## src/design/ppd_pkg.sv

```systemverilog
package ppd_pkg;

  localparam int PIXEL_W   = 32;
  localparam int CNT_OUT_W = 24;
  localparam int SUM_OUT_W = 34;
  localparam int TOTAL_W   = 10;   // four 8-bit deltas
  localparam int SUM_EXTRA = 10;   // sum limit is count limit times 1020
  localparam int CFG_IDX_W = 4;
  localparam int CFG_DAT_W = 8;

  localparam logic [7:0] CLOSE_DELTA = 8'd8;

  localparam logic [CFG_IDX_W-1:0] REG_ALPHA_LIMIT  = 4'd0;
  localparam logic [CFG_IDX_W-1:0] REG_DARK_LIMIT   = 4'd1;
  localparam logic [CFG_IDX_W-1:0] REG_VIS_BY_ALPHA = 4'd2;
  localparam logic [CFG_IDX_W-1:0] REG_MASK_ENABLE  = 4'd3;

  localparam logic [7:0] ALPHA_LIMIT_RST = 8'd8;
  localparam logic [7:0] DARK_LIMIT_RST  = 8'd4;

  typedef struct packed {
    logic [7:0] alpha_limit;
    logic [7:0] dark_limit;
    logic       visibility_by_alpha;
    logic       mask_enable;
  } cfg_t;

  typedef struct packed {
    logic [PIXEL_W-1:0] left_pixel;
    logic [PIXEL_W-1:0] right_pixel;
    logic [PIXEL_W-1:0] mask_pixel;
    logic               frame_end;
  } sample_t;

  typedef struct packed {
    logic [TOTAL_W-1:0] total;
    logic               close;
    logic               left_vis;
    logic               right_vis;
    logic               fg;
    logic               last;
  } metrics_t;

endpackage

```

## src/design/ppd_pixel_eval.sv

```systemverilog
module ppd_pixel_eval (
  input  logic               clk,
  input  logic               rst,
  input  ppd_pkg::cfg_t      cfg,
  input  logic               load,
  input  logic               src_valid,
  input  ppd_pkg::sample_t   src,
  output logic               metr_valid,
  output ppd_pkg::metrics_t  metr
);

  logic [3:0][7:0]             delta;
  logic [ppd_pkg::TOTAL_W-1:0] total;
  logic                        close;
  logic                        left_vis;
  logic                        right_vis;
  logic                        mask_fg;

  function automatic logic visible(input logic [ppd_pkg::PIXEL_W-1:0] px,
                                   input ppd_pkg::cfg_t c);
    logic res;
    if (c.visibility_by_alpha) begin
      res = px[31:24] > c.alpha_limit;
    end else begin
      res = (px[7:0] > c.dark_limit) || (px[15:8] > c.dark_limit) ||
            (px[23:16] > c.dark_limit);
    end
    return res;
  endfunction

  always_comb begin
    for (int k = 0; k < 4; k++) begin
      if (src.left_pixel[8*k +: 8] > src.right_pixel[8*k +: 8]) begin
        delta[k] = src.left_pixel[8*k +: 8] - src.right_pixel[8*k +: 8];
      end else begin
        delta[k] = src.right_pixel[8*k +: 8] - src.left_pixel[8*k +: 8];
      end
    end
  end

  assign total = ppd_pkg::TOTAL_W'(delta[0]) + ppd_pkg::TOTAL_W'(delta[1]) +
                 ppd_pkg::TOTAL_W'(delta[2]) + ppd_pkg::TOTAL_W'(delta[3]);

  assign close = (delta[0] <= ppd_pkg::CLOSE_DELTA) && (delta[1] <= ppd_pkg::CLOSE_DELTA) &&
                 (delta[2] <= ppd_pkg::CLOSE_DELTA) && (delta[3] <= ppd_pkg::CLOSE_DELTA);

  assign left_vis  = visible(src.left_pixel, cfg);
  assign right_vis = visible(src.right_pixel, cfg);

  // mask test compares every byte against the alpha limit
  assign mask_fg = (src.mask_pixel[7:0]   > cfg.alpha_limit) ||
                   (src.mask_pixel[15:8]  > cfg.alpha_limit) ||
                   (src.mask_pixel[23:16] > cfg.alpha_limit) ||
                   (src.mask_pixel[31:24] > cfg.alpha_limit);

  always_ff @(posedge clk) begin
    if (rst) begin
      metr_valid <= 1'b0;
    end else if (load) begin
      metr_valid <= src_valid;
    end
    if (load) begin
      metr.total     <= total;
      metr.close     <= close;
      metr.left_vis  <= left_vis;
      metr.right_vis <= right_vis;
      metr.fg        <= cfg.mask_enable ? mask_fg : (left_vis || right_vis);
      metr.last      <= src.frame_end;
    end
  end

endmodule

```

## src/design/ppd_sat_acc.sv

```systemverilog
module ppd_sat_acc #(
  parameter int WIDTH    = 24,
  parameter int AMT_BITS = 1,
  parameter logic [WIDTH-1:0] LIMIT = '1
) (
  input  logic                clk,
  input  logic                rst,
  input  logic                step,
  input  logic                hit,
  input  logic                clear,
  input  logic [AMT_BITS-1:0] amount,
  output logic [WIDTH-1:0]    value,
  output logic [WIDTH-1:0]    value_next,
  output logic                sat_hit
);

  logic [WIDTH-1:0] amt;
  logic             reach;

  assign amt   = WIDTH'(amount);
  assign reach = amt >= (LIMIT - value);

  assign sat_hit    = hit && reach;
  assign value_next = !hit ? value : (reach ? LIMIT : value + amt);

  always_ff @(posedge clk) begin
    if (rst) begin
      value <= '0;
    end else if (step) begin
      value <= clear ? '0 : value_next;
    end
  end

endmodule

```

## src/design/ppd_accum.sv

```systemverilog
module ppd_accum #(
  parameter int COUNT_BITS = 24
) (
  input  logic                            clk,
  input  logic                            rst,
  input  logic                            metr_valid,
  input  ppd_pkg::metrics_t               metr,
  output logic                            ready,
  output logic                            out_valid,
  input  logic                            out_stall,
  output logic [ppd_pkg::CNT_OUT_W-1:0]   sample_total,
  output logic [ppd_pkg::SUM_OUT_W-1:0]   diff_sum,
  output logic [ppd_pkg::CNT_OUT_W-1:0]   close_total,
  output logic [ppd_pkg::CNT_OUT_W-1:0]   fg_total,
  output logic [ppd_pkg::SUM_OUT_W-1:0]   fg_diff_sum,
  output logic [ppd_pkg::CNT_OUT_W-1:0]   fg_close_total,
  output logic [ppd_pkg::CNT_OUT_W-1:0]   union_total,
  output logic [ppd_pkg::CNT_OUT_W-1:0]   overlap_total,
  output logic                            saturated
);

  localparam int SUM_BITS = COUNT_BITS + ppd_pkg::SUM_EXTRA;
  localparam logic [COUNT_BITS-1:0] CNT_LIMIT = '1;
  localparam logic [SUM_BITS-1:0] SUM_LIMIT =
    SUM_BITS'(SUM_BITS'(CNT_LIMIT) * SUM_BITS'(1020));

  localparam int N_ACC = 8;

  logic step;
  logic clear;
  logic [N_ACC-1:0] hits;
  logic sat;
  logic sat_next;

  logic [COUNT_BITS-1:0] cnt_sample, cnt_sample_n;
  logic [COUNT_BITS-1:0] cnt_close, cnt_close_n;
  logic [COUNT_BITS-1:0] cnt_fg, cnt_fg_n;
  logic [COUNT_BITS-1:0] cnt_fg_close, cnt_fg_close_n;
  logic [COUNT_BITS-1:0] cnt_union, cnt_union_n;
  logic [COUNT_BITS-1:0] cnt_overlap, cnt_overlap_n;
  logic [SUM_BITS-1:0]   sum_diff, sum_diff_n;
  logic [SUM_BITS-1:0]   sum_fg_diff, sum_fg_diff_n;

  // a frame-end beat waits for the result slot; others never block
  assign ready = !metr.last || !out_valid || !out_stall;
  assign step  = metr_valid && ready;
  assign clear = metr.last;

  ppd_sat_acc #(.WIDTH(COUNT_BITS), .AMT_BITS(1), .LIMIT(CNT_LIMIT)) u_sample (
    .clk, .rst, .step, .clear, .hit(1'b1), .amount(1'b1),
    .value(cnt_sample), .value_next(cnt_sample_n), .sat_hit(hits[0]));

  ppd_sat_acc #(.WIDTH(SUM_BITS), .AMT_BITS(ppd_pkg::TOTAL_W), .LIMIT(SUM_LIMIT)) u_diff (
    .clk, .rst, .step, .clear, .hit(1'b1), .amount(metr.total),
    .value(sum_diff), .value_next(sum_diff_n), .sat_hit(hits[1]));

  ppd_sat_acc #(.WIDTH(COUNT_BITS), .AMT_BITS(1), .LIMIT(CNT_LIMIT)) u_close (
    .clk, .rst, .step, .clear, .hit(metr.close), .amount(1'b1),
    .value(cnt_close), .value_next(cnt_close_n), .sat_hit(hits[2]));

  ppd_sat_acc #(.WIDTH(COUNT_BITS), .AMT_BITS(1), .LIMIT(CNT_LIMIT)) u_union (
    .clk, .rst, .step, .clear, .hit(metr.left_vis || metr.right_vis), .amount(1'b1),
    .value(cnt_union), .value_next(cnt_union_n), .sat_hit(hits[3]));

  ppd_sat_acc #(.WIDTH(COUNT_BITS), .AMT_BITS(1), .LIMIT(CNT_LIMIT)) u_overlap (
    .clk, .rst, .step, .clear, .hit(metr.left_vis && metr.right_vis), .amount(1'b1),
    .value(cnt_overlap), .value_next(cnt_overlap_n), .sat_hit(hits[4]));

  ppd_sat_acc #(.WIDTH(COUNT_BITS), .AMT_BITS(1), .LIMIT(CNT_LIMIT)) u_fg (
    .clk, .rst, .step, .clear, .hit(metr.fg), .amount(1'b1),
    .value(cnt_fg), .value_next(cnt_fg_n), .sat_hit(hits[5]));

  ppd_sat_acc #(.WIDTH(SUM_BITS), .AMT_BITS(ppd_pkg::TOTAL_W), .LIMIT(SUM_LIMIT)) u_fg_diff (
    .clk, .rst, .step, .clear, .hit(metr.fg), .amount(metr.total),
    .value(sum_fg_diff), .value_next(sum_fg_diff_n), .sat_hit(hits[6]));

  ppd_sat_acc #(.WIDTH(COUNT_BITS), .AMT_BITS(1), .LIMIT(CNT_LIMIT)) u_fg_close (
    .clk, .rst, .step, .clear, .hit(metr.fg && metr.close), .amount(1'b1),
    .value(cnt_fg_close), .value_next(cnt_fg_close_n), .sat_hit(hits[7]));

  assign sat_next = sat || (|hits);

  always_ff @(posedge clk) begin
    if (rst) begin
      sat       <= 1'b0;
      out_valid <= 1'b0;
    end else begin
      if (step) begin
        sat <= sat_next;
      end
      if (step && metr.last) begin
        out_valid <= 1'b1;
      end else if (!out_stall) begin
        out_valid <= 1'b0;
      end
    end
    if (step && metr.last) begin
      sample_total   <= ppd_pkg::CNT_OUT_W'(cnt_sample_n);
      diff_sum       <= ppd_pkg::SUM_OUT_W'(sum_diff_n);
      close_total    <= ppd_pkg::CNT_OUT_W'(cnt_close_n);
      fg_total       <= ppd_pkg::CNT_OUT_W'(cnt_fg_n);
      fg_diff_sum    <= ppd_pkg::SUM_OUT_W'(sum_fg_diff_n);
      fg_close_total <= ppd_pkg::CNT_OUT_W'(cnt_fg_close_n);
      union_total    <= ppd_pkg::CNT_OUT_W'(cnt_union_n);
      overlap_total  <= ppd_pkg::CNT_OUT_W'(cnt_overlap_n);
      saturated      <= sat_next;
    end
  end

  a_clear_after_end: assert property (@(posedge clk) disable iff (rst)
    step && metr.last |=> cnt_sample == '0 && sum_diff == '0 && cnt_fg == '0)
    else $error("totals not cleared after frame end");

  a_sample_count: assert property (@(posedge clk) disable iff (rst)
    step && !metr.last && cnt_sample != CNT_LIMIT |=> cnt_sample == $past(cnt_sample) + 1'b1)
    else $error("sample count did not advance");

  a_subset_counts: assert property (@(posedge clk) disable iff (rst)
    cnt_fg <= cnt_sample && cnt_overlap <= cnt_union && cnt_union <= cnt_sample &&
    cnt_fg_close <= cnt_close && cnt_fg_close <= cnt_fg && sum_fg_diff <= sum_diff)
    else $error("subset count exceeds its superset");

  a_sat_sticky: assert property (@(posedge clk) disable iff (rst)
    sat |=> sat)
    else $error("saturation flag dropped");

  a_result_source: assert property (@(posedge clk) disable iff (rst)
    $rose(out_valid) |-> $past(step && metr.last))
    else $error("result without frame-end beat");

endmodule

```

## src/design/pixel_pair_diff_metrics.sv

```systemverilog
// Per-frame difference and overlap totals over a stream of pixel pairs.
// Input channel: one beat per sampled pair (left_pixel, right_pixel,
// mask_pixel, all BGRA, plus frame_end), taken when in_valid && !in_stall.
// Output channel: one beat per frame, on the frame_end sample, carrying
// all totals including that sample, taken when out_valid && !out_stall.
// Config: cfg_we writes cfg_data into register cfg_index (0 alpha_limit,
// 1 dark_limit, 2 visibility_by_alpha, 3 mask_enable); other indexes are
// ignored. Write only while the pipeline is empty.
// Throughput: one beat per cycle when no stall holds the input, set by the
// accumulator update loop. The frame_end beat is registered in the input reg
// at accept, then in the metric reg, and the result reg is loaded from the
// accumulators as that beat leaves the metric reg.
// Stall: a waiting result blocks only the next frame_end beat; other beats
// keep flowing into the accumulators. in_stall rises when that beat backs
// up the two-stage pipe.
// Reset (rst, synchronous): clears the pipe, the totals, the sticky
// saturation flag and restores the register defaults.
module pixel_pair_diff_metrics #(
  parameter int COUNT_BITS = 24
) (
  input  logic                            clk,
  input  logic                            rst,
  input  logic                            cfg_we,
  input  logic [ppd_pkg::CFG_IDX_W-1:0]   cfg_index,
  input  logic [ppd_pkg::CFG_DAT_W-1:0]   cfg_data,
  input  logic                            in_valid,
  output logic                            in_stall,
  input  logic [ppd_pkg::PIXEL_W-1:0]     left_pixel,
  input  logic [ppd_pkg::PIXEL_W-1:0]     right_pixel,
  input  logic [ppd_pkg::PIXEL_W-1:0]     mask_pixel,
  input  logic                            frame_end,
  output logic                            out_valid,
  input  logic                            out_stall,
  output logic [ppd_pkg::CNT_OUT_W-1:0]   sample_total,
  output logic [ppd_pkg::SUM_OUT_W-1:0]   diff_sum,
  output logic [ppd_pkg::CNT_OUT_W-1:0]   close_total,
  output logic [ppd_pkg::CNT_OUT_W-1:0]   fg_total,
  output logic [ppd_pkg::SUM_OUT_W-1:0]   fg_diff_sum,
  output logic [ppd_pkg::CNT_OUT_W-1:0]   fg_close_total,
  output logic [ppd_pkg::CNT_OUT_W-1:0]   union_total,
  output logic [ppd_pkg::CNT_OUT_W-1:0]   overlap_total,
  output logic                            saturated
);

  ppd_pkg::cfg_t     cfg;
  ppd_pkg::sample_t  smp;
  ppd_pkg::metrics_t metr;
  logic              smp_valid;
  logic              smp_ready;
  logic              metr_valid;
  logic              metr_ready;
  logic              acc_ready;

  // config registers
  always_ff @(posedge clk) begin
    if (rst) begin
      cfg.alpha_limit         <= ppd_pkg::ALPHA_LIMIT_RST;
      cfg.dark_limit          <= ppd_pkg::DARK_LIMIT_RST;
      cfg.visibility_by_alpha <= 1'b0;
      cfg.mask_enable         <= 1'b0;
    end else if (cfg_we) begin
      unique case (cfg_index)
        ppd_pkg::REG_ALPHA_LIMIT:  cfg.alpha_limit         <= cfg_data;
        ppd_pkg::REG_DARK_LIMIT:   cfg.dark_limit          <= cfg_data;
        ppd_pkg::REG_VIS_BY_ALPHA: cfg.visibility_by_alpha <= cfg_data[0];
        ppd_pkg::REG_MASK_ENABLE:  cfg.mask_enable         <= cfg_data[0];
        default: ;
      endcase
    end
  end

  // per-stage ready: a stage takes a beat when empty or draining
  assign metr_ready = !metr_valid || acc_ready;
  assign smp_ready  = !smp_valid || metr_ready;
  assign in_stall   = !smp_ready;

  // input register
  always_ff @(posedge clk) begin
    if (rst) begin
      smp_valid <= 1'b0;
    end else if (smp_ready) begin
      smp_valid <= in_valid;
    end
    if (smp_ready) begin
      smp.left_pixel  <= left_pixel;
      smp.right_pixel <= right_pixel;
      smp.mask_pixel  <= mask_pixel;
      smp.frame_end   <= frame_end;
    end
  end

  ppd_pixel_eval u_eval (
    .clk,
    .rst,
    .cfg,
    .load      (metr_ready),
    .src_valid (smp_valid),
    .src       (smp),
    .metr_valid,
    .metr
  );

  ppd_accum #(.COUNT_BITS(COUNT_BITS)) u_accum (
    .clk,
    .rst,
    .metr_valid,
    .metr,
    .ready     (acc_ready),
    .out_valid,
    .out_stall,
    .sample_total,
    .diff_sum,
    .close_total,
    .fg_total,
    .fg_diff_sum,
    .fg_close_total,
    .union_total,
    .overlap_total,
    .saturated
  );

endmodule

```

## config.mk

```make
export PLATFORM = sky130hd
export DESIGN_NAME = pixel_pair_diff_metrics
export DESIGN_NICKNAME = d
export VERILOG_FILES = /design/src/design/ppd_pkg.sv /design/src/design/ppd_pixel_eval.sv /design/src/design/ppd_sat_acc.sv /design/src/design/ppd_accum.sv /design/src/design/pixel_pair_diff_metrics.sv
export SDC_FILE = /design/constraint.sdc
export NUM_CORES = 1
export LEC_CHECK = 0
export BUFFER_PORTS_ARGS = -buffer_cell sky130_fd_sc_hd__buf_4
export CAP_MARGIN = 20
export CORE_MARGIN = 1
export CORE_UTILIZATION = 60
export DETAILED_ROUTE_END_ITERATION = 16
export PLACE_DENSITY_LB_ADDON = 0.12
export REMOVE_ABC_BUFFERS = 1
export SLEW_MARGIN = 5
export SYNTH_ARGS = -nofsm -noshare
export SYNTH_HDL_FRONTEND = slang
export SYNTH_SLANG_ARGS = --single-unit
```

## constraint.sdc

```tcl
create_clock -name clk -period 8.7 [get_ports clk]
set_input_delay 1.305 -clock clk [delete_from_list [all_inputs] [get_ports clk]]
set_output_delay 1.305 -clock clk [all_outputs]
set_load 0.03 [all_outputs]
```

Word-level counts from Yosys, hierarchy flattened
Cells that the tools add are included.

word-level totals
  register bits = 559
  input port bits = 114
  output and inout port bits = 215
  logic and storage cells = 164

cells by class
  add/subtract/negate cells = 27
  magnitude comparators = 28
  eq/ne operators = 4
  multiplexer cells = 31
  reductions and logical operators = 39

operators by type and width
  kind                                                                count
  two-way mux 24 bit                                                  17
  two-way mux 34 bit                                                  5
  adder 24 x 1 -> 24 bit (second input constant)                      6
  greater-or-equal comparator 1 x 24 -> 1 bit (first input constant)  6
  subtractor 24 bit (first input constant)                            6
  > comparator 8 bit                                                  16
  adder 34 x 10 -> 34 bit                                             2
  greater-or-equal comparator 10 x 34 -> 1 bit                        2
  subtractor 34 bit (first input constant)                            2
  subtractor 8 bit                                                    8
  <= comparator 8 x 4 -> 1 bit (second input constant)                4
  two-way mux 8 bit                                                   4
  adder 10 x 8 -> 10 bit                                              2
  logical OR 1 bit                                                    14
  logical AND 1 bit                                                   13
  adder 8 x 8 -> 9 bit                                                1
  == test 4 x 2 -> 1 bit (second input constant)                      2
  AND reduction 2 bit                                                 4
  OR reduction 8 bit                                                  1
  logical NOT 1 bit                                                   6
  two-way mux 1 bit                                                   5
  == test 4 x 1 -> 1 bit (second input constant)                      1
  logical NOT 4 bit                                                   1
  != test 2 x 1 -> 1 bit (second input constant)                      1

Longest topological paths before layout
Gate-level depths: netlist of the first run.

  word-level depth = 6
  depth in mapped cells = 26
  depth with buffers taken out = 26

Cells and area by module
A second synthesis of the first run with hierarchy kept.

unflattened totals
  cell total of the unflattened synthesis = 3625
  area, all modules = 35069.9 um^2

by module, submodules not included
  module                             instances  cells an instance  area an instance (um^2)  sequential area each (um^2)
  ppd_sat_acc (u_accum.u_close ...)  6          255                1888.1                   480.5
  ppd_accum                          1          231                6542.5                   6436.2
  ppd_pixel_eval                     1          715                6012.0                   470.5
  pixel_pair_diff_metrics            1          177                3747.3                   3293.2
  ppd_sat_acc (u_accum.u_fg_diff)    1          505                3729.8                   680.7
  ppd_sat_acc (u_accum.u_diff)       1          467                3709.8                   680.7

Worst setup path after synthesis of the first run
Ideal clock, no wire load.

  path type = input -> register
  start = in out_stall
  end = reg u_accum.u_diff.value[24]
  library setup time = 149 ps
  arrival time = 7600 ps
  data required time = 8551 ps
  path slack = 951 ps
  stages = 5
  buffers on the path = 0
  cell sequence = nand3_1 -> and3_1 -> nor2_1 -> o311ai_0 -> o311ai_0

on the way
  word-level cells in the longest chain between the ends = 3

ends and longest elaborated chain
  element               line                           source
  start, declared       pixel_pair_diff_metrics.sv:33  input logic out_stall,
  logical NOT 1 bit     -
  logical OR 1 bit      ppd_accum.sv:45                assign ready = !metr.last || !out_valid || !out_stall;
  logical AND 1 bit     ppd_accum.sv:46                assign step = metr_valid && ready;
  end signal, assigned  ppd_sat_acc.sv:30              value <= clear ? '0 : value_next;
  end, declared         ppd_sat_acc.sv:12              output logic [WIDTH-1:0] value,

Every way passes these cells.
A chain may end at the register's enable or synchronous reset.

Final worst setup path of the first run
  start = reg smp[65] (netlist name)
  end = reg u_eval.metr[14] (netlist name)

on the way
  word-level cells in the longest chain between the ends = 5
  elaborated cells on any way between the ends = 7
  classes of those cells = add/sub (5); order compare (1); mux (1)

ends and longest elaborated chain
  element                                         line                           source
  start, declared                                 pixel_pair_diff_metrics.sv:46  ppd_pkg::sample_t smp;
  subtractor 8 bit, or another cell as far along  ppd_pixel_eval.sv:36           delta[k] = src.right_pixel[8*k +: 8] - src.left_pixel[8*k +: 8];
  two-way mux 8 bit *                             ppd_pixel_eval.sv:33           if (src.left_pixel[8*k +: 8] > src.right_pixel[8*k +: 8]) begin
  adder 8 x 8 -> 9 bit *                          ppd_pixel_eval.sv:41           assign total = ppd_pkg::TOTAL_W'(delta[0]) + ppd_pkg::TOTAL_W'(delta[1]) +
  adder 10 x 8 -> 10 bit *                        ppd_pixel_eval.sv:41
  adder 10 x 8 -> 10 bit *                        ppd_pixel_eval.sv:42           ppd_pkg::TOTAL_W'(delta[2]) + ppd_pkg::TOTAL_W'(delta[3]);
  named net u_eval.total (one bit)                ppd_pixel_eval.sv:13           logic [ppd_pkg::TOTAL_W-1:0] total;

The timed path passes the listed nets; every way through them passes the cells marked *.

==> results of run 1 <==
## power by group
group          switching, W  internal [W]
clock               0.00107       0.00138
combinational      0.000852      0.000646
sequential        0.0000858       0.00292
total               0.00201       0.00495
## final cells by class
type | count | area [µm²] | area share
clock inverters | 25 | 235.2 | 0.006484
well taps | 680 | 850.8 | 0.02345
multi-input cells | 2352 | 15770 | 0.4348
clock buffers | 83 | 1637 | 0.04511
inverters | 179 | 671.9 | 0.01852
flip-flops and latches | 559 | 14440 | 0.3981
repair buffers | 351 | 2666 | 0.07350
## stage by stage
step | utilization | cell area [µm²] | instances | setup WS [ns]
after floorplan | - | 30860 | 3090 | 0.9403
after global placement | 0.6672 | 34370 | 4118 | 3.064
after detailed placement | 0.6678 | 34400 | 4119 | 2.933
after CTS | 0.7041 | 36270 | 4227 | 2.909
after global routing | 0.7043 | 36280 | 4229 | 2.507
final | 0.7043 | 36280 | 4229 | 2.912
## flip-flops by register name, summed over array words and instances, names as in the netlist, 34 cells and up
signal,count
smp,97
u_accum.fg_diff_sum,34
u_accum.diff_sum,34
u_accum.u_fg_diff.value,34
u_accum.u_diff.value,34
## cells in the mapped netlist, types with 6 or more instances
| cell type | instances | area share |
|---|---|---|
| sky130_fd_sc_hd__a21oi_1 | 168 | 0.027 |
| sky130_fd_sc_hd__a22o_1 | 14 | 0.0039 |
| sky130_fd_sc_hd__nand2b_1 | 34 | 0.0068 |
| sky130_fd_sc_hd__nand2_1 | 310 | 0.037 |
| sky130_fd_sc_hd__nor2_1 | 304 | 0.036 |
| sky130_fd_sc_hd__xor2_1 | 96 | 0.027 |
| sky130_fd_sc_hd__a31oi_1 | 33 | 0.0066 |
| sky130_fd_sc_hd__o21bai_1 | 20 | 0.0048 |
| sky130_fd_sc_hd__and4_1 | 11 | 0.0031 |
| sky130_fd_sc_hd__or3_1 | 19 | 0.0038 |
| sky130_fd_sc_hd__or2_2 | 10 | 0.0020 |
| sky130_fd_sc_hd__nand4_1 | 64 | 0.013 |
| sky130_fd_sc_hd__ha_1 | 226 | 0.090 |
| sky130_fd_sc_hd__nor3_1 | 58 | 0.0092 |
| sky130_fd_sc_hd__a22oi_1 | 113 | 0.027 |
| sky130_fd_sc_hd__mux2_2 | 12 | 0.0043 |
| sky130_fd_sc_hd__nor4_1 | 13 | 0.0026 |
| sky130_fd_sc_hd__inv_1 | 179 | 0.021 |
| sky130_fd_sc_hd__dfxtp_1 | 234 | 0.15 |
| sky130_fd_sc_hd__nand3_1 | 106 | 0.017 |
| sky130_fd_sc_hd__buf_1 | 7 | 0.00084 |
| sky130_fd_sc_hd__and2_1 | 22 | 0.0044 |
| sky130_fd_sc_hd__o22ai_1 | 12 | 0.0024 |
| sky130_fd_sc_hd__a32o_1 | 10 | 0.0032 |
| sky130_fd_sc_hd__o21ai_1 | 9 | 0.0014 |
| sky130_fd_sc_hd__a41oi_1 | 9 | 0.0025 |
| sky130_fd_sc_hd__mux2i_1 | 35 | 0.011 |
| sky130_fd_sc_hd__and3_1 | 55 | 0.011 |
| sky130_fd_sc_hd__nor2b_1 | 30 | 0.0060 |
| sky130_fd_sc_hd__o211ai_1 | 10 | 0.0024 |
| sky130_fd_sc_hd__fa_1 | 20 | 0.013 |
| sky130_fd_sc_hd__o21a_1 | 30 | 0.0072 |
| sky130_fd_sc_hd__o311ai_0 | 7 | 0.0019 |
| sky130_fd_sc_hd__o32ai_1 | 6 | 0.0017 |
| sky130_fd_sc_hd__o31ai_1 | 14 | 0.0033 |
| sky130_fd_sc_hd__clkbuf_1 | 121 | 0.014 |
| sky130_fd_sc_hd__edfxtp_1 | 325 | 0.31 |
| sky130_fd_sc_hd__a21o_1 | 63 | 0.015 |
| sky130_fd_sc_hd__buf_2 | 14 | 0.0022 |
| sky130_fd_sc_hd__o21ai_0 | 196 | 0.031 |
| sky130_fd_sc_hd__xnor2_1 | 102 | 0.028 |
## how the worst max path moves through the flow
stage | from | to | slack, ns
2_1_floorplan | out_stall | u_accum.u_diff.value[24] | 0.94
3_3_place_gp | smp[65] | u_eval.metr[14] | 3.06
3_5_place_dp | smp[65] | u_eval.metr[14] | 2.93
4_1_cts | smp[65] | u_eval.metr[14] | 2.91
5_1_grt | smp[65] | u_eval.metr[14] | 2.51
6_report | smp[65] | u_eval.metr[14] | 2.91
## routing by layer
layer  global-route usage  up-vias  routed length [µm]
met1               0.4014    12410               35090
met4               0.1095        0                2762
met2               0.5065      971               39610
li1                     -    12260                   -
met3              0.04360      162                5225
met5                    0        -                   0
## worst max-delay path: cells and delay by family (launching register included)
kind            cells  cell delay [ns]
mux                 1             0.39
fa+ha+maj           5             1.72
xor+xnor            1             0.21
simple gates        6             0.62
compound gates      9             1.92
flops               1             0.40
buf+inv             4             0.27
## cells by family (layout without fill, tap and decap cells)
family          count (synthesis)  count (layout)  synth area share
compound gates                774             774            0.1590
simple gates                 1086            1086            0.1678
mux                            47              47           0.01544
fa+ha+maj                     246             246            0.1026
flops                         559             559            0.4592
buf+inv                       326             638           0.04030
xor+xnor                      199             199           0.05566
==> results.md, run 1 <==
| Item | Reported | Unit |
|---|---|---|
| Post-synth ARST share | 0 | - |
| Later-pin clock latency in the skew report | 0.64 | ns |
| Root Buffer | sky130_fd_sc_hd__clkbuf_16 | - |
| Crit Path Max Fanout | 9 | - |
| F_max | 172.8 | MHz |
| CTS tree | done | - |
| Clock-pin slew reported for the worst setup and hold paths after clock tree synthesis | 0.06 | ns |
| Area of the core region | 0.05151 | mm² |
| Unrepaired setup endpoints after global routing | false | - |
| Number of design-rule violations left by the first detailed-router iteration | 2160 | - |
| Vias in the first global route | 24470 | - |
| Maximum number of pins on one net before global-route repair | 185 | - |
| Die area | 0.05334 | mm² |
| Overflow left after global routing | 0 | - |
| Data required, critical path | 9.06 | ns |
| Number of buffers added for setup after CTS | 0 | - |
| Total negative slack for setup checks | 0 | ns |
| Number of top-level pins | 329 | - |
| Die width | 231.0 | µm |
| Count of max-cap constraint violations | 0 | - |
| Remaining max-slew budget at the tightest pin | 0.1063 | - |
| Initial antenna violation count | 0 | - |
| Slowest CP cell | sky130_fd_sc_hd__fa_1 | - |
| Final wirelength | 82690 | µm |
| Slowest cell delay on critical path | 0.53 | ns |
| Initial Utilization | 0.6106 | - |
| Number of storage elements in the synthesis netlist | 559 | - |
| FF-to-FF End | u_eval.metr[14] | - |
| Gr usage total | 0.3035 | - |
| Post-route minimum period | 5.788 | ns |
| Startpoint of the worst register-to-register path | smp[65] | - |
| Detail-routed via count per cell | 6.102 | - |
| Number of buffers on the longest clock path | 3 | - |
| Most Frequent Cell on Critical Path | sky130_fd_sc_hd__inv_1 | - |
| Final HPWL DP | 58600 | µm |
| Layout cells sized above 1 | 0.1414 | - |
| WP data arrival | 6.15 | ns |
| Number of enable-type register cells in the synthesized netlist | 325 | - |
| Dominant synthesized flop cell | sky130_fd_sc_hd__edfxtp_1 | - |
| Tightest hold margin | 0.4273 | ns |
| Count of final max-slew check failures | 0 | - |
| Via count | 25810 | - |
| Global-route wire length before repair | 129300 | µm |
| # clock sinks | 559 | - |
| Hold path depth | 0 | - |
| Area Growth Syn to Fin | 15.35 | % |
| Syn_area_per_cell | 9.716 | µm² |
| Wire length per cell after detailed routing | 19.55 | µm |
| Global placement routability congestion | 0.9130 | - |
| Die height | 231.0 | µm |
| Final hold viol count | 0 | - |
| Ys Warns | 0 | - |
| Cell Area, Synth | 0.03145 | mm² |
| Commonest non-fill, non-tap cells in the layout | 346 x sky130_fd_sc_hd__buf_4, 325 x sky130_fd_sc_hd__edfxtp_1, 308 x sky130_fd_sc_hd__nand2_1 | - |
| Endpoint kind of the worst setup timing path | flip-flop | - |
| Most frequent standard cell in the layout excluding fill and tap cells | sky130_fd_sc_hd__buf_4 | - |
| Beginning of the worst hold path | smp[0] | - |
| Register area share after synthesis | 0.4592 | - |
| Count of inserted antenna diode cells | 0 | - |
| Worst-Margin Slew | 1.340 | ns |
| Clock Skew | 0.03861 | ns |
| Minimum setup slack among reg-to-reg paths | 2.91 | ns |
| Run status | completed | - |
| Period Utilization, post-route | 0.6653 | - |
| Leakage dissipation | 15.54 | nW |
| Cell variety after synth | 92 | - |
| CTS H-tree lvls | 2 | - |
| Number of standard cells after synthesis | 3237 | - |
| DRC violation count after routing | 0 | - |
| Nets | 3860 | - |
| Final total power | 0.006954 | W |
| Antenna Nets Post-Route | 0 | - |
| Finish-stage setup viols | 0 | - |
| Resized Gates After CTS | 0 | - |
| Fill count | 3925 | - |
| Kind of critical path | flip-flop to flip-flop | - |
| Min-Delay Endpoint | u_eval.metr[0] | - |
| Drt pass-1 iters | 6 | - |
| Cell row count | 83 | - |
| Number of buffers added to fix hold violations after cts | 0 | - |
| # port buffers | 328 | - |
| Number of CTS-inserted buffers | 57 | - |
| IR drop worst, VDD | 179.2 | µV |
| Kind of launch point of the worst setup path | flip-flop | - |
| Depth of the most critical reg-to-reg path | 26 | - |
| Worst min-delay path category | flip-flop to flip-flop | - |
| Areal power density over the cells | 191.7 | mW/mm² |
Note: power is estimated with default switching activity, not from simulation.
==> run 2: changes to the inputs <==
==> constraint.sdc (replaced) <==
create_clock -name clk -period 6 [get_ports clk]
set_input_delay 0.9 -clock clk [delete_from_list [all_inputs] [get_ports clk]]
set_output_delay 0.9 -clock clk [all_outputs]
set_load 0.03 [all_outputs]
==> results.md, run 2 (synthesis gave the netlist of run 1 again) <==
| Item | Reported | Unit |
|---|---|---|
| Run status | completed | - |
| Die area | 0.05334 | mm² |
| Post-route minimum period | 5.529 | ns |
| Crit Path Max Fanout | 5 | - |
| Gr busiest metal | met2 | - |
| Kind of critical path | flip-flop to flip-flop | - |
| CTS tree | done | - |
| Largest register FFs | 97 | - |
| Wire length per cell after detailed routing | 19.67 | µm |
| Internal power of the cells | 0.007296 | W |
| Remaining max-slew budget at the tightest pin | 0.1729 | - |
| # port buffers | 328 | - |
| Drt pass-1 iters | 6 | - |
| Cell row count | 83 | - |
| Count of final max-slew check failures | 0 | - |
| CTS H-tree lvls | 2 | - |
| Areal power density over the cells | 281.4 | mW/mm² |
| Global placement routability congestion | 0.9122 | - |
| Final hold viol count | 0 | - |
| Root Buffer | sky130_fd_sc_hd__clkbuf_16 | - |
| Number of design-rule violations left by the first detailed-router iteration | 2280 | - |
| Global-route wire length before repair | 129700 | µm |
| Beginning of the worst hold path | smp[0] | - |
| Tightest hold margin | 0.4246 | ns |
| Worst-Margin Slew | 1.236 | ns |
| Initial Utilization | 0.6106 | - |
| Number of top-level pins | 329 | - |
| Proportion of total power due to net switching | 0.2878 | - |
| Initial antenna violation count | 0 | - |
| Die height | 231.0 | µm |
| Number of buffers on the longest clock path | 3 | - |
| Data required, critical path | 6.38 | ns |
| Maximum number of pins on one net before global-route repair | 176 | - |
| Most frequent standard cell in the layout excluding fill and tap cells | sky130_fd_sc_hd__buf_4 | - |
| Clock Skew | 0.02030 | ns |
| DRC violation count after routing | 0 | - |
| Later-pin clock latency in the skew report | 0.64 | ns |
| Global routing met2 resource utilization | 0.5008 | - |
| Sequential share of power | 0.426 | - |
| Detail-routed via count per cell | 6.088 | - |
| Finish-stage setup viols | 0 | - |
| Number of CTS-inserted buffers | 57 | - |
| Die width | 231.0 | µm |
| # clock sinks | 559 | - |
| Unrepaired setup endpoints after global routing | false | - |
| Area Growth Syn to Fin | 15.74 | % |
| Via count | 25780 | - |
| Vias in the first global route | 24640 | - |
| Gr usage total | 0.3031 | - |
| Critical path startpoint | smp[65] | - |
| Period Utilization, post-route | 0.9215 | - |
| WP data arrival | 5.91 | ns |
| F_max | 180.9 | MHz |
| Met3 Usage GRT | 0.04187 | - |
| Clock-pin slew reported for the worst setup and hold paths after clock tree synthesis | 0.06 | ns |
| Leakage dissipation | 15.61 | nW |
| Total area of sequential cells | 0.01444 | mm² |
| Combinational fraction of design power | 0.217 | - |
| IR drop worst, VDD | 224.9 | µV |
| Final total power | 0.01025 | W |
| Startpoint of the worst register-to-register path | smp[65] | - |
| Net Switching | 0.002949 | W |
| Met1 capacity usage during global routing | 0.4077 | - |
| Final wirelength | 83300 | µm |
| Endpoint kind of the worst setup timing path | flip-flop | - |
| Commonest non-fill, non-tap cells in the layout | 352 x sky130_fd_sc_hd__buf_4, 325 x sky130_fd_sc_hd__edfxtp_1, 308 x sky130_fd_sc_hd__nand2_1 | - |
| Layout cells sized above 1 | 0.1432 | - |
| Final HPWL DP | 58950 | µm |
| Kind of launch point of the worst setup path | flip-flop | - |
| Antenna Nets Post-Route | 0 | - |
| Top register by number of flip-flops | smp | - |
| Total area of multi-input combinational cells | 0.01578 | mm² |
| Part of the power in the clock network | 0.357 | - |
| Fill count | 3883 | - |
| Area of the core region | 0.05151 | mm² |
| Count of max-cap constraint violations | 0 | - |
| Worst min-delay path category | flip-flop to flip-flop | - |
| Count of inserted antenna diode cells | 0 | - |
| Overflow left after global routing | 0 | - |
| Nets | 3866 | - |
==> run 2: layout make-up <==
type / instances / share of cell area
multi-input cells: 2352 / 0.4335
flip-flops and latches: 559 / 0.3968
repair buffers: 357 / 0.07441
clock buffers: 90 / 0.04843
well taps: 680 / 0.02337
inverters: 179 / 0.01846
clock inverters: 17 / 0.005018
==> run 2: worst paths after layout <==
kind	endpoint	slack [ns]	depth (start not counted)
worst max-delay path	u_eval.metr[14]	0.47	26
worst min-delay path	u_eval.metr[0]	0.42	0
worst max register to register	u_eval.metr[14]	0.47	26
worst min register to register	u_eval.metr[0]	0.42	0
==> run 2: repair_timing <==
| action | CTS | global route |
|---|---|---|
| resized for setup | 0 | 1 |
| endpoints found under the setup margin | 0 | 1 |
| setup buffers | 0 | 3 |
| hold buffers | 0 | 0 |
==> run 2: per-stage QoR <==
| stage | instance area, µm² | setup slack [ns] | TNS [ns] | utilization | instances |
|---|---|---|---|---|---|
| after floorplan | 30860 | -1.360 | -137.77 | - | 3090 |
| after global placement | 34390 | 0.3737 | 0 | 0.6677 | 4121 |
| after detailed placement | 34390 | 0.1758 | 0 | 0.6677 | 4121 |
| after CTS | 36340 | 0.1564 | 0 | 0.7055 | 4228 |
| after global routing | 36400 | 0.09401 | 0 | 0.7067 | 4234 |
| final | 36400 | 0.4711 | 0 | 0.7067 | 4234 |
==> run 2: metal layers <==
layer | part of all wire | wire length [µm] | vias up
met5 | 0 | 0 | -
met1 | 0.43 | 35440 | 12390
met4 | 0.029 | 2424 | 0
met3 | 0.068 | 5674 | 157
li1 | - | - | 12230
met2 | 0.48 | 39760 | 999
==> run 2: power groups by stage <==
stage / clock network (W) / registers (W) / logic (W)
2_1_floorplan: 0 / 0.00443 / 0.00158
3_3_place_gp: 0 / 0.00444 / 0.00206
3_5_place_dp: 0 / 0.00445 / 0.00218
4_1_cts: 0.00369 / 0.00436 / 0.00219
5_1_grt: 0.00384 / 0.00437 / 0.00248
6_report: 0.00366 / 0.00437 / 0.00222
==> run 2: critical path: stages, from the launching register on <==
cell and delay, ns:
sky130_fd_sc_hd__edfxtp_1 0.39, sky130_fd_sc_hd__inv_1 0.09, sky130_fd_sc_hd__ha_1 0.14, sky130_fd_sc_hd__inv_1 0.06, sky130_fd_sc_hd__fa_1 0.40, sky130_fd_sc_hd__nand3_1 0.11
sky130_fd_sc_hd__a21oi_1 0.12, sky130_fd_sc_hd__o21ai_4 0.21, sky130_fd_sc_hd__mux2_2 0.35, sky130_fd_sc_hd__a21oi_1 0.27, sky130_fd_sc_hd__xnor2_1 0.20, sky130_fd_sc_hd__ha_1 0.33
sky130_fd_sc_hd__and2_1 0.17, sky130_fd_sc_hd__o21ai_0 0.24, sky130_fd_sc_hd__o31ai_2 0.13, sky130_fd_sc_hd__a21o_1 0.19, sky130_fd_sc_hd__fa_1 0.53, sky130_fd_sc_hd__inv_1 0.04
sky130_fd_sc_hd__ha_1 0.32, sky130_fd_sc_hd__inv_1 0.09, sky130_fd_sc_hd__nor2_1 0.05, sky130_fd_sc_hd__nor2_1 0.17, sky130_fd_sc_hd__o21bai_1 0.10, sky130_fd_sc_hd__a21oi_1 0.25
sky130_fd_sc_hd__nor2b_1 0.08, sky130_fd_sc_hd__o21ai_0 0.17, sky130_fd_sc_hd__nand2b_1 0.07
